==> config.mk <==
export PLATFORM = sky130hd
export DESIGN_NAME = reward_backpropagation_decay
export DESIGN_NICKNAME = d
export VERILOG_FILES = /design/src/rtl/core/rbd_pkg.sv /design/src/rtl/core/rbd_divider.sv /design/src/rtl/core/reward_backpropagation_decay.sv
export SDC_FILE = /design/constraint.sdc
export NUM_CORES = 1
export LEC_CHECK = 0
export BUFFER_PORTS_ARGS = -buffer_cell sky130_fd_sc_hd__buf_2
export CORE_MARGIN = 2
export CORE_UTILIZATION = 25
export CTS_BUF_LIST = sky130_fd_sc_hd__clkbuf_2 sky130_fd_sc_hd__clkbuf_4 sky130_fd_sc_hd__clkbuf_8
export CTS_CLUSTER_SIZE = 12
export DETAILED_ROUTE_END_ITERATION = 7
export HOLD_SLACK_MARGIN = 0.02
export PLACE_DENSITY = 0.42
export SLEW_MARGIN = 10
export SYNTH_ARGS = -nofsm -noshare
export SYNTH_HDL_FRONTEND = slang
export SYNTH_SLANG_ARGS = --single-unit
==> constraint.sdc <==
create_clock -name aclk -period 6.6 [get_ports aclk]
set_clock_uncertainty 0.2 [all_clocks]
set_input_delay 0.66 -clock aclk [delete_from_list [all_inputs] [get_ports aclk]]
set_output_delay 0.66 -clock aclk [all_outputs]
set_load 0.02 [all_outputs]
==> src/rtl/core/rbd_pkg.sv <==
// package with widths, register codes and shared types for the reward decay block
`timescale 1ns / 1ps

package rbd_pkg;

    localparam int REWARD_WIDTH = 24;
    localparam int MAG_WIDTH    = REWARD_WIDTH - 1;
    localparam int ID_WIDTH     = 64;
    localparam int COUNT_WIDTH  = 16;
    localparam int STEP_WIDTH   = 16;
    localparam int ADDR_WIDTH   = 4;
    localparam int DATA_WIDTH   = 32;
    localparam int DIV_CNT_WIDTH = $clog2(MAG_WIDTH + 1);

    // register indexes, taken from paddr[3:2]
    localparam logic [1:0] REG_STEP_SIZE   = 2'd0;
    localparam logic [1:0] REG_REPEAT_SIZE = 2'd1;
    localparam logic [1:0] REG_MIN_ABS     = 2'd2;

    localparam logic [STEP_WIDTH-1:0]  STEP_SIZE_RST   = STEP_WIDTH'(1);
    localparam logic [COUNT_WIDTH-1:0] REPEAT_SIZE_RST = COUNT_WIDTH'(1);
    localparam logic [MAG_WIDTH-1:0]   MIN_ABS_RST     = MAG_WIDTH'(6554);
    localparam logic [MAG_WIDTH-1:0]   MAG_MAX         = {MAG_WIDTH{1'b1}};

    typedef logic [MAG_WIDTH-1:0] mag_t;

    // handshake between sequencer and divider
    typedef struct packed {
        logic busy;
        logic done;
    } div_stat_t;

endpackage

==> src/rtl/core/rbd_divider.sv <==
// serial restoring divider: magnitude over step size, one quotient bit per cycle
`timescale 1ns / 1ps

module rbd_divider (
    input  logic                          aclk,
    input  logic                          aresetn,
    input  logic                          start,
    input  rbd_pkg::mag_t                 dividend,
    input  logic [rbd_pkg::STEP_WIDTH-1:0] divisor,
    output rbd_pkg::mag_t                 quotient,
    output rbd_pkg::div_stat_t            stat
);
    import rbd_pkg::*;

    logic [DIV_CNT_WIDTH-1:0] cnt_reg, cnt_next;
    logic [STEP_WIDTH-1:0]    rem_reg, rem_next;
    logic [STEP_WIDTH-1:0]    dsr_reg, dsr_next;
    mag_t                     quo_reg, quo_next;
    logic                     done_reg, done_next;
    logic [STEP_WIDTH:0]      shifted;
    logic [STEP_WIDTH:0]      diff;
    logic                     fits;

    // one trial subtraction per step
    always_comb begin
        shifted = {rem_reg, quo_reg[MAG_WIDTH-1]};
        diff    = shifted - {1'b0, dsr_reg};
        fits    = shifted >= {1'b0, dsr_reg};
    end

    // step sequencing
    always_comb begin
        cnt_next  = cnt_reg;
        rem_next  = rem_reg;
        dsr_next  = dsr_reg;
        quo_next  = quo_reg;
        done_next = 1'b0;
        if (start) begin
            cnt_next = DIV_CNT_WIDTH'(MAG_WIDTH);
            rem_next = '0;
            dsr_next = divisor;
            quo_next = dividend;
        end else if (cnt_reg != '0) begin
            cnt_next = cnt_reg - DIV_CNT_WIDTH'(1);
            rem_next = fits ? diff[STEP_WIDTH-1:0] : shifted[STEP_WIDTH-1:0];
            quo_next = {quo_reg[MAG_WIDTH-2:0], fits};
            if (cnt_reg == DIV_CNT_WIDTH'(1)) begin
                done_next = 1'b1;
            end
        end
    end

    always_ff @(posedge aclk) begin
        if (!aresetn) begin
            cnt_reg  <= '0;
            done_reg <= 1'b0;
        end else begin
            cnt_reg  <= cnt_next;
            done_reg <= done_next;
        end
        rem_reg <= rem_next;
        dsr_reg <= dsr_next;
        quo_reg <= quo_next;
    end

    assign quotient  = quo_reg;
    assign stat.busy = cnt_reg != '0;
    assign stat.done = done_reg;

endmodule

==> src/rtl/core/reward_backpropagation_decay.sv <==
// top level: reward backpropagation with stepwise decay, apb registers and serial divide
//
// channel  | dir | fields                       | handshake
// s_       | in  | s_record_id, s_true_reward   | s_valid / s_ready
// m_       | out | m_prop_reward                | m_valid / m_ready
// apb      | in  | step_size, repeat_size, min  | psel, penable, pwrite, pready
//
// the result is computed in the cycle a transfer is taken and lands in the output register.
// a reward event then starts the 23-step divider for the decay step; the input stays
// not ready until it is done, while other records do not hold the input.
// s_ready also needs the output register empty or being taken.
// synchronous active-low reset clears the state, registers go to their reset values.
`timescale 1ns / 1ps

module reward_backpropagation_decay (
    input  logic                                aclk,
    input  logic                                aresetn,
    input  logic                                s_valid,
    output logic                                s_ready,
    input  logic [rbd_pkg::ID_WIDTH-1:0]        s_record_id,
    input  logic signed [rbd_pkg::REWARD_WIDTH-1:0] s_true_reward,
    output logic                                m_valid,
    input  logic                                m_ready,
    output logic signed [rbd_pkg::REWARD_WIDTH-1:0] m_prop_reward,
    input  logic                                psel,
    input  logic                                penable,
    input  logic                                pwrite,
    input  logic [rbd_pkg::ADDR_WIDTH-1:0]      paddr,
    input  logic [rbd_pkg::DATA_WIDTH-1:0]      pwdata,
    output logic [rbd_pkg::DATA_WIDTH-1:0]      prdata,
    output logic                                pready
);
    import rbd_pkg::*;

    localparam logic ST_IDLE = 1'b0;
    localparam logic ST_DIV  = 1'b1;

    // configuration registers
    logic [STEP_WIDTH-1:0]  step_size_reg;
    logic [COUNT_WIDTH-1:0] repeat_size_reg;
    mag_t                   min_abs_reg;
    logic                   cfg_wr;
    logic [1:0]             cfg_idx;

    assign pready  = 1'b1;
    assign cfg_wr  = psel & penable & pwrite;
    assign cfg_idx = paddr[3:2];

    always_ff @(posedge aclk) begin
        if (!aresetn) begin
            step_size_reg   <= STEP_SIZE_RST;
            repeat_size_reg <= REPEAT_SIZE_RST;
            min_abs_reg     <= MIN_ABS_RST;
        end else if (cfg_wr) begin
            case (cfg_idx)
                REG_STEP_SIZE:   step_size_reg   <= pwdata[STEP_WIDTH-1:0];
                REG_REPEAT_SIZE: repeat_size_reg <= pwdata[COUNT_WIDTH-1:0];
                REG_MIN_ABS:     min_abs_reg     <= pwdata[MAG_WIDTH-1:0];
                default: ;
            endcase
        end
    end

    // register read back
    always_comb begin
        case (cfg_idx)
            REG_STEP_SIZE:   prdata = DATA_WIDTH'(step_size_reg);
            REG_REPEAT_SIZE: prdata = DATA_WIDTH'(repeat_size_reg);
            REG_MIN_ABS:     prdata = DATA_WIDTH'(min_abs_reg);
            default:         prdata = '0;
        endcase
    end

    // held state
    logic                   state_reg, state_next;
    logic [ID_WIDTH-1:0]    cur_id_reg;
    mag_t                   held_mag_reg, held_mag_next;
    mag_t                   decay_step_reg;
    logic                   held_neg_reg, held_neg_next;
    logic [COUNT_WIDTH-1:0] count_reg, count_next;
    logic                   out_valid_reg;
    logic [REWARD_WIDTH-1:0] out_data_reg, out_data_next;

    logic                   take;
    logic                   id_match;
    mag_t                   mag_eff;
    logic [COUNT_WIDTH-1:0] cnt_eff;
    logic                   in_neg;
    logic [REWARD_WIDTH-1:0] in_mag;
    mag_t                   in_mag_sat;
    logic                   is_event;
    mag_t                   decayed;
    logic                   div_start;
    logic [STEP_WIDTH-1:0]  divisor;
    mag_t                   quotient;
    div_stat_t              div_stat;

    assign s_ready = (state_reg == ST_IDLE) && (!out_valid_reg || m_ready);
    assign take    = s_valid && s_ready;

    // magnitude of the incoming reward, event test, record match, decayed value and divisor
    always_comb begin
        in_neg     = s_true_reward[REWARD_WIDTH-1];
        in_mag     = in_neg ? (~s_true_reward + REWARD_WIDTH'(1)) : s_true_reward;
        in_mag_sat = in_mag[REWARD_WIDTH-1] ? MAG_MAX : in_mag[MAG_WIDTH-1:0];
        is_event   = in_mag >= {1'b0, min_abs_reg};
        id_match   = s_record_id == cur_id_reg;
        mag_eff    = id_match ? held_mag_reg : '0;
        cnt_eff    = id_match ? count_reg : COUNT_WIDTH'(1);
        decayed    = (decay_step_reg > mag_eff) ? '0 : mag_eff - decay_step_reg;
        divisor    = (step_size_reg == '0) ? STEP_WIDTH'(1) : step_size_reg;
    end

    // per-record update and result
    always_comb begin
        held_mag_next = mag_eff;
        held_neg_next = held_neg_reg;
        count_next    = cnt_eff;
        out_data_next = '0;
        div_start     = 1'b0;
        if (is_event) begin
            held_mag_next = in_mag_sat;
            held_neg_next = in_neg;
            count_next    = COUNT_WIDTH'(1);
            out_data_next = s_true_reward;
            div_start     = take;
        end else if (mag_eff != '0) begin
            if (cnt_eff == repeat_size_reg) begin
                held_mag_next = decayed;
                count_next    = COUNT_WIDTH'(1);
            end else begin
                count_next = cnt_eff + COUNT_WIDTH'(1);
            end
            out_data_next = held_neg_reg ? (~{1'b0, held_mag_next} + REWARD_WIDTH'(1))
                                         : {1'b0, held_mag_next};
        end
    end

    // sequencer
    always_comb begin
        state_next = state_reg;
        case (state_reg)
            ST_IDLE: if (div_start) state_next = ST_DIV;
            ST_DIV:  if (div_stat.done) state_next = ST_IDLE;
            default: state_next = ST_IDLE;
        endcase
    end

    always_ff @(posedge aclk) begin
        if (!aresetn) begin
            state_reg      <= ST_IDLE;
            cur_id_reg     <= '0;
            held_mag_reg   <= '0;
            decay_step_reg <= '0;
            held_neg_reg   <= 1'b0;
            count_reg      <= COUNT_WIDTH'(1);
            out_valid_reg  <= 1'b0;
        end else begin
            state_reg <= state_next;
            if (take) begin
                cur_id_reg   <= s_record_id;
                held_mag_reg <= held_mag_next;
                held_neg_reg <= held_neg_next;
                count_reg    <= count_next;
            end
            if (state_reg == ST_DIV && div_stat.done) begin
                decay_step_reg <= quotient;
            end
            // output transfer register
            if (take) begin
                out_valid_reg <= 1'b1;
            end else if (m_ready) begin
                out_valid_reg <= 1'b0;
            end
        end
        if (take) begin
            out_data_reg <= out_data_next;
        end
    end

    assign m_valid       = out_valid_reg;
    assign m_prop_reward = out_data_reg;

    rbd_divider u_div (
        .aclk     (aclk),
        .aresetn  (aresetn),
        .start    (div_start),
        .dividend (in_mag_sat),
        .divisor  (divisor),
        .quotient (quotient),
        .stat     (div_stat)
    );

endmodule
==> results of run 1 <==
-- power breakdown --
part	leakage (nW)	switching, mW	internal (mW)
Sequential	2.32	0.155	1.97
Clock	0.631	0.838	1.05
Combinational	5.53	1.31	0.865
-- final cells by class --
| class | count | area [um^2] |
|---|---|---|
| clock buffers | 80 | 988 |
| diodes | 5 | 12.5 |
| flip-flops and latches | 269 | 6020 |
| inverters | 90 | 340 |
| clock inverters | 24 | 185 |
| well taps | 882 | 1100 |
| repair buffers | 262 | 1610 |
| fillers | 7348 | 47800 |
| multi-input cells | 1621 | 10200 |
-- critical path, cell delays in order (launching register included) --
cell       delay, ps
dfxtp_1          320
xor2_1           150
nor4_1           370
buf_4            180
nand4_1          180
nor4_4           390
buf_12           210
nand2_1          100
ha_1             220
fa_1             450
nor2b_1          210
o31ai_2          130
a2111oi_4        410
buf_4            200
or2_1            170
a211oi_1         110
buf_4            170
o41ai_1          390
and3_1           240
a31oi_1          180
buf_4            190
or4_1            460
nand3_1          190
-- synthesized netlist by cell type (14+ instances only) --
cell type,instances
nand2_1,450
dfxtp_1,206
a21boi_0,138
clkbuf_1,116
o21ai_0,107
inv_1,89
nor2_1,89
xor2_1,76
ha_1,70
edfxtp_1,63
a21oi_1,61
xnor2_1,54
and2_1,45
nand3_1,44
mux2i_1,43
nor3_1,32
nor4_1,28
and3_1,23
o31ai_1,21
a21o_1,20
o211ai_1,20
o21ai_1,18
nand4_1,17
a211oi_1,16
a31oi_1,14
nand2b_1,14
o41ai_1,14
or3_1,14
-- what timing repair did --
action	in CTS	in global routing
hold endpoints to repair	22	0
gates resized for setup	0	1
endpoints found under the setup margin	0	2
hold buffers	15	0
-- how the worst max path moves through the flow --
stage                    startpoint           endpoint  slack [ps]  depth (start not counted)
finish               cur_id_reg[34]  m_prop_reward[22]         550                         22
global route         cur_id_reg[34]  m_prop_reward[20]         110                         23
CTS                  cur_id_reg[34]  m_prop_reward[16]         380                         21
detailed placement  s_record_id[34]  m_prop_reward[20]         -20                         24
global placement    s_record_id[34]  m_prop_reward[16]         150                         22
floorplan           s_record_id[34]  m_prop_reward[18]          60                         27
-- metal layers --
| layer | up-vias | share of wire (%) |
|---|---|---|
| met3 | 102 | 6.7 |
| met2 | 428 | 45 |
| met5 | - | 0.055 |
| met1 | 7703 | 45 |
| li1 | 7806 | - |
| met4 | 6 | 3.3 |
-- stage by stage --
stage	util, %	hold slack, ps	std cells	total power [mW]	setup slack (ps)
2_1_floorplan	-	240	2131	3.58	55.6
3_3_place_gp	28.0	255	3109	4.29	153
3_5_place_dp	28.0	257	3109	4.31	-15.5
4_1_cts	30.0	21.3	3228	6.27	376
5_1_grt	30.0	33.7	3233	6.60	115
6_report	30.0	80.4	3233	6.18	552
-- cells by family (layout without fill, tap and decap cells) --
| kind of cell | count (synthesis) | after routing | synth area share, % |
|---|---|---|---|
| flip-flops | 269 | 269 | 35.1 |
| XOR/XNOR | 130 | 130 | 6.64 |
| adder cells (fa/ha/maj) | 72 | 72 | 5.34 |
| multiplexers | 49 | 49 | 2.99 |
| AO/OA/AOI/OAI | 538 | 538 | 21.9 |
| other | 2 | 15 | 0.0438 |
| buffers and inverters | 241 | 456 | 5.81 |
| AND/OR/NAND/NOR | 822 | 822 | 22.2 |
==> results.json, run 1 <==
{
  "use_met1_pct": 22.8,
  "gr-max-usage-layer": "met2",
  "synth_seq_area_share_pct": 35.1,
  "cts_htree_levels": 2,
  "rsz0062_at_grt": "false",
  "post-cts-setup-buffer-count": 0,
  "floorplan.initialDensity_pct": 25.1,
  "crit_required_ps": 6850,
  "synthToLayoutAreaGrowth_pct": 19.4,
  "met2_usage_pct": 27.5,
  "cap_violations": 0,
  "cts_tree": "built",
  "clock.fmax_mhz": 165,
  "num_vias": 16045,
  "clockRootBuffer": "clkbuf_8",
  "antenna_left": 0,
  "crit-reg2reg-capture": "m_prop_reward[22]",
  "path_class": "reg -> reg",
  "min_period_ps": 6050,
  "setup_violations": 0,
  "viasPerCell": 4.96,
  "critPathArrivalTime_ps": 6290,
  "hold_path_class": "in -> reg",
  "critPathMaxFanout": 25,
  "hold_viol": 0,
  "place_congestion": 0.881,
  "yosys.area.top_type_share_pct": 24.1,
  "grt_max_degree": 93,
  "syn_area_um2": 17100,
  "startpoint_type": "flop",
  "whs_path_depth": 3,
  "synth_edf_count": 63,
  "ff2ff_setup_slack_ps": 550,
  "grt_use_met3_pct": 3.96,
  "final_common_cell": "nand2_1",
  "drt-total-wl_mm": 62.1,
  "io_pins": 190,
  "hold_end": "cur_id_reg[6]",
  "clk-insertion-delay-late_ps": 670,
  "fp.dieH_um": 266,
  "cts.path.max_buffers": 3,
  "layout_common_cells": "nand2_1, dfxtp_1, buf_2",
  "portBuffers": 168,
  "worst_pin_slew_ps": 1050,
  "ys_top_cells_by_area": "dfxtp_1, edfxtp_1, nand2_1, a21boi_0, ha_1",
  "drtIter0Drc": 1139,
  "dieWidth_um": 266,
  "synth_top_cell_by_area": "dfxtp_1",
  "core-area_um2": 68200,
  "placementRows": 96,
  "first_pass_iters": 7,
  "status": "finished clean",
  "grt_pass1_vias": 15484,
  "yosysUniqueCellTypes": 86,
  "drc": 0,
  "hp-start": "s_record_id[6]",
  "setup_tns_ps": 0,
  "vdd_drop_max_v": 0.000142,
  "drv_slew": 0,
  "grt_pass1_wl_mm": 93.7,
  "ys_ff_latch": 269,
  "layout-drive-gt1-share_pct": 16.5,
  "ys.flop_type": "dfxtp_1",
  "largest_reg_flops": 64,
  "min_period_over_period_pct": 91.6,
  "place_area_um2": 19100,
  "syn_inst": 2123,
  "clk_pin_slew_ps": 60,
  "overflow": 0,
  "r2r_cells": 22,
  "cts_sinks": 269,
  "power.density_nw_per_um2": 302,
  "syn_area_per_cell_um2": 8.07,
  "cts-buffers-inserted": 55,
  "crit_path_end_kind": "flop",
  "grtUsageTotal_pct": 17.3,
  "fin_area_um2": 20500,
  "r2r-start": "cur_id_reg[34]",
  "antenna_found_initial": 9,
  "p_leak_nw": 8.48,
  "fin_nets": 2502,
  "slew_headroom_pct": 29.7,
  "ys_warn_count": 0,
  "dpl.hpwl_mm": 46.0,
  "async_flop_share_pct": 0,
  "dieArea_um2": 70700,
  "wl_per_cell_um": 19.2
}
(Power assumes the default switching activity.)
==> run 2, diff against run 1 <==
ABC_AREA = 1   (was default)
==> run 2 against run 1 <==
- non-clock buffer count fell by 48
- critical path depth rose by 8
- clock-buffer cell count fell by 12
- die area rose by 0.22%
- routed wire length fell by 0.35%
- sequential share of layout area rose by 0.51 points
- critical endpoint is now m_prop_reward[20]
- largest power group unchanged
==> results.json, run 2 <==
{
  "r2r_cells": 30,
  "cts_sinks": 269,
  "power.density_nw_per_um2": 301,
  "hold_viol": 0,
  "yosysMostFrequentCell": "nand2_1",
  "clock.fmax_mhz": 170,
  "ff2ff_setup_slack_ps": 880,
  "cts.path.max_buffers": 3,
  "drc": 0,
  "layout-drive-gt1-share_pct": 12.4,
  "syn_area_per_cell_um2": 6.82,
  "clk_pin_slew_ps": 60,
  "viasPerCell": 4.70,
  "yosys.area.top_type_share_pct": 24.0,
  "clock_power_share_pct": 30.5,
  "antenna_left": 0,
  "setup_tns_ps": 0,
  "fin_area_um2": 20100,
  "final_common_cell": "nand2_1",
  "synth_edf_count": 63,
  "portBuffers": 168,
  "ys_warn_count": 0,
  "hold_end": "repeat_size_reg[0]",
  "grtUsageTotal_pct": 17.4,
  "internal-power_mw": 3.73,
  "num_vias": 16917,
  "vdd_drop_max_v": 0.000174,
  "worst_path_most_repeated_cell": "nand2_1",
  "crit_buf_inv": 4,
  "dieWidth_um": 266,
  "yosys-top-cells-count": "nand2_1, inv_1, a21oi_1, dfxtp_1, o21ai_0",
  "slowest_stage": "dlygate4sd3_1",
  "placementRows": 96,
  "grt_pass1_vias": 16333,
  "drt-total-wl_mm": 61.9,
  "place_area_um2": 18800,
  "hold_path_class": "in -> reg",
  "yosysUniqueCellTypes": 57,
  "critPathTopFamily": "simple AND/OR/NAND/NOR gates",
  "dpl.hpwl_mm": 47.4,
  "post-cts-setup-buffer-count": 0,
  "seqPwrFrac_pct": 34.5,
  "crit_path_end_kind": "flop",
  "post_cts_resized": 0,
  "cts_tree": "built",
  "antenna_found_initial": 9,
  "first_pass_iters": 6,
  "core-area_um2": 68300,
  "hold_ws_ps": 73.4,
  "setup_violations": 0,
  "slew_headroom_pct": 23.4,
  "cts-buffers-inserted": 52,
  "r2r-start": "cur_id_reg[4]",
  "synthToLayoutAreaGrowth_pct": 17.1,
  "syn_inst": 2518,
  "ys_ff_latch": 269,
  "fp.dieH_um": 266,
  "floorplan.initialDensity_pct": 25.1,
  "pwr-share-comb_pct": 35.0,
  "crit-reg2reg-capture": "m_prop_reward[20]",
  "cts_htree_levels": 2,
  "cap_violations": 0,
  "min_period_ps": 5870,
  "whs_path_depth": 3,
  "io_pins": 190,
  "grt_pass1_wl_mm": 95.4,
  "status": "finished clean",
  "overflow": 0,
  "place_congestion": 0.861,
  "drtIter0Drc": 1311,
  "largest_reg_flops": 64,
  "clk-insertion-delay-late_ps": 670,
  "startpoint_type": "primary input",
  "crit_required_ps": 6790,
  "grt_max_degree": 103,
  "ys.flop_type": "dfxtp_1",
  "fin_nets": 2873,
  "rsz0062_at_grt": "false",
  "switching_share_pct": 38.4,
  "async_flop_share_pct": 0,
  "synth_seq_area_share_pct": 35.0,
  "p_switching_mw": 2.33,
  "dieArea_um2": 70800,
  "synth_top_cell_by_area": "dfxtp_1",
  "clockRootBuffer": "clkbuf_8",
  "syn_area_um2": 17200,
  "critPathArrivalTime_ps": 6060,
  "hp-start": "pwdata[0]",
  "wl_per_cell_um": 17.2,
  "layout_common_cells": "nand2_1, inv_1, a21oi_1",
  "critPathMaxFanout": 26,
  "drv_slew": 0,
  "p_leak_nw": 9.14,
  "worst_pin_slew_ps": 1140,
  "cts_hold_buf": 16,
  "min_period_over_period_pct": 88.9,
  "path_class": "in -> reg",
  "ys_top_cells_by_area": "dfxtp_1, nand2_1, edfxtp_1, inv_1, a21oi_1",
  "slowest_delay_ps": 540
}
run 2: cell count changes after synthesis, sizes merged, moves of 100 or more:
cell	before	now
o21ai	125	225
inv	89	331
a21oi	61	215
a21boi	145	1
nand2	452	677
nor2	89	200
run 2: through the flow:
step                setup WS, ps  total power, mW  cells  utilization, %
CTS                          725             6.14   3592            29.4
floorplan                   1760             3.61   2526               -
detailed placement           475             4.23   3482            27.5
finish                       733             6.06   3599            29.4
global placement             474             4.21   3482            27.5
global route                 221             6.52   3599            29.4
run 2: metal layers:
metal  track usage, %  wire (um)
met5                0         13
met4             6.89       2080
met3             3.35       3520
met2             27.4      27600
met1             23.4      28700
run 2: logic make-up (layout without fill, tap and decap cells):
family	after synthesis	in the layout	share of synthesized area, %
xor gates and xnor gates	88	88	4.49
DFF	269	269	35.0
and+or+nand+nor	1075	1075	26.6
other	2	17	0.0437
buffers and inverters	459	643	10.7
adders and majority gates	72	72	5.33
AOI/OAI and AO/OA	553	553	17.9
run 2: final cells by class:
class	count	area [um^2]
sequential	269	6020
inverter	335	1260
clock buffer	68	855
antenna	7	17.5
multi-input combinational	1798	9370
tap	882	1100
timing repair buffer	214	1240
clock inverter	26	264
fill	7498	48200
run 2: worst reg2reg max path, delay by kind of cell (launching register included):
kind | cells | cell delay, ps
and+or+nand+nor | 23 | 3430
buffers and inverters | 3 | 400
DFF | 1 | 330
adders and majority gates | 2 | 600
AOI/OAI and AO/OA | 2 | 500
run 2: how the worst max path moves through the flow:
| stage | start | slack [ps] | depth (start not counted) | end |
|---|---|---|---|---|
| floorplan | s_record_id[1] | 1760 | 30 | m_prop_reward[21] |
| global placement | s_record_id[4] | 470 | 31 | m_prop_reward[20] |
| detailed placement | s_record_id[4] | 480 | 31 | m_prop_reward[20] |
| CTS | s_record_id[12] | 720 | 28 | m_prop_reward[23] |
| global route | s_record_id[8] | 220 | 28 | m_prop_reward[23] |
| finish | s_record_id[8] | 730 | 30 | m_prop_reward[20] |
run 2: power by group through the flow:
stage / combinational, mW / sequential, mW / clock [mW]
floorplan: 1.51 / 2.10 / 0
global placement: 2.09 / 2.12 / 0
detailed placement: 2.10 / 2.13 / 0
CTS: 2.12 / 2.10 / 1.92
global route: 2.41 / 2.12 / 1.99
finish: 2.12 / 2.09 / 1.85
==> run 3, diff against run 2 <==
CORE_ASPECT_RATIO = 1.2   (was default)
==> run 3 against run 2 <==
- register-to-register slack improved by 140 ps
- sequential power barely moved
- non-clock buffer count fell by 5
- clock-buffer cell count rose by 22
- total power rose by 3.1%
- sequential cell count did not move
- global-route usage rose by 0.89 points
- worst hold slack improved by 4.4 ps
- combinational power rose by 3%
- largest cell class unchanged
==> results.json, run 3 (synthesized netlist as in run 2, its figures left out) <==
{
  "ff2ff_setup_slack_ps": 1020,
  "grt_pass1_wl_mm": 99.1,
  "first_pass_iters": 7,
  "dieArea_um2": 70800,
  "drc": 0,
  "crit_required_ps": 6820,
  "dieWidth_um": 243,
  "core-area_um2": 68200,
  "setup_tns_ps": 0,
  "p_leak_nw": 9.19,
  "clockRootBuffer": "clkbuf_8",
  "seqPwrFrac_pct": 33.4,
  "final_common_cell": "nand2_1",
  "fillerInstances": 7477,
  "worst_pin_slew_ps": 1090,
  "clock_power_share_pct": 31.5,
  "min_period_over_period_pct": 84.6,
  "fin_ws_ps": 1020,
  "layout-drive-gt1-share_pct": 13.2,
  "num_vias": 17169,
  "dp.cells": 3518,
  "internal-power_mw": 3.86,
  "io_pins": 190,
  "slowest_stage": "nor2_1",
  "fp.dieH_um": 291,
  "cts_tree": "built",
  "layout_common_cells": "nand2_1, inv_1, a21oi_1",
  "synthToLayoutAreaGrowth_pct": 17.6,
  "power_mw": 6.25,
  "hold_viol": 0,
  "grt_max_degree": 113,
  "antenna_found_initial": 7,
  "vdd_drop_max_v": 0.000123,
  "crit_path_end_kind": "flop",
  "place_congestion": 0.937,
  "cts_sinks": 269,
  "status": "finished clean",
  "use_met1_pct": 21.8,
  "post_cts_resized": 0,
  "critPathArrivalTime_ps": 5800,
  "critPathTopFamily": "simple AND/OR/NAND/NOR gates",
  "drt-total-wl_mm": 66.4,
  "cts.path.max_buffers": 3,
  "startpoint_type": "flop",
  "clock.fmax_mhz": 179,
  "slowest_delay_ps": 440,
  "rsz0062_at_grt": "false",
  "drtIter0Drc": 1051,
  "clk-insertion-delay-late_ps": 670,
  "overflow": 0,
  "min_period_ps": 5580,
  "antenna_left": 0,
  "gr-max-usage-layer": "met2",
  "setup_violations": 0,
  "worst_path_most_repeated_cell": "nand2_1",
  "met2_usage_pct": 31.4,
  "p_switching_mw": 2.39,
  "grt_use_met3_pct": 3.48,
  "switching_share_pct": 38.3,
  "placementRows": 105,
  "cts-buffers-inserted": 54,
  "largest_reg_flops": 64,
  "grt_pass1_vias": 16583,
  "clk_pin_slew_ps": 60,
  "hold_path_class": "in -> reg",
  "cap_violations": 0,
  "grtUsageTotal_pct": 18.3,
  "power.density_nw_per_um2": 309,
  "pwr-share-comb_pct": 35.1,
  "post-cts-setup-buffer-count": 0,
  "wl_per_cell_um": 18.3,
  "drv_slew": 0,
  "portBuffers": 168,
  "fin_nets": 2870,
  "slew_headroom_pct": 27.4,
  "critPathMaxFanout": 20,
  "crit_buf_inv": 3,
  "floorplan.initialDensity_pct": 25.2,
  "cts_htree_levels": 2,
  "path_class": "reg -> reg",
  "stdcell_count": 3622,
  "viasPerCell": 4.74,
  "dpl.hpwl_mm": 50.1,
  "post-place-ws_ps": 373
}
[run 3: cell count changes in the layout (fill, tap and decap cells not counted), sizes merged]
cell         previous run  this run
clkinv                 23         9
bufinv                  5         3
buf                   198       207
diode                   7         3
inv                   332       331
clkbuf                 68        90
dlygate4sd3            16         2
[run 3: stage by stage]
step	util (%)	hold slack (ps)	area, um^2
CTS	29.6	25.2	20200
finish	29.6	77.8	20200
global route	29.6	44.0	20200
detailed placement	27.8	217	18900
global placement	27.8	221	18900
floorplan	-	221	17200
[run 3: final timing paths]
| path | startpoint | endpoint | depth (start not counted) |
|---|---|---|---|
| max | cur_id_reg[52] | m_prop_reward[23] | 29 |
| min | pwdata[3] | min_abs_reg[3] | 3 |
| max reg2reg | cur_id_reg[52] | m_prop_reward[23] | 29 |
| min reg2reg | step_size_reg[8] | u_div.dsr_reg[8] | 0 |
[run 3: routing by layer]
layer / wire, um / vias to the layer above
li1: - / 8536
met1: 27300 / 7998
met2: 31900 / 484
met3: 4010 / 147
met4: 3250 / 4
met5: 23 / -
[run 3: cell type report]
class | instances | area (um^2) | share of cell area, %
antenna | 3 | 7.51 | 0.0372
sequential | 269 | 6020 | 29.8
inverter | 335 | 1260 | 6.23
clock buffer | 90 | 1110 | 5.48
timing repair buffer | 209 | 1180 | 5.85
multi-input combinational | 1798 | 9370 | 46.4
tap | 909 | 1140 | 5.63
clock inverter | 9 | 123 | 0.607
[run 3: what timing repair did]
item,CTS,global route
endpoints found under the setup margin,0,0
hold buffers,2,0
endpoints found under the hold margin,4,0
[run 3: worst reg2reg max path: cells and delay by family (launching register included)]
family,cells,cell delay (ps)
buffers and inverters,3,490
AO/OA/AOI/OAI,5,1050
adder cells (fa/ha/maj),1,400
flip-flops,1,330
AND/OR/NAND/NOR,20,2890
[run 3: power by group through the flow]
stage          logic [mW]  clock network [mW]  registers, mW
2_1_floorplan        1.51                   0           2.10
3_3_place_gp         2.17                   0           2.11
3_5_place_dp         2.19                   0           2.11
4_1_cts              2.20                2.04           2.09
5_1_grt              2.46                2.11           2.11
6_report             2.19                1.97           2.09
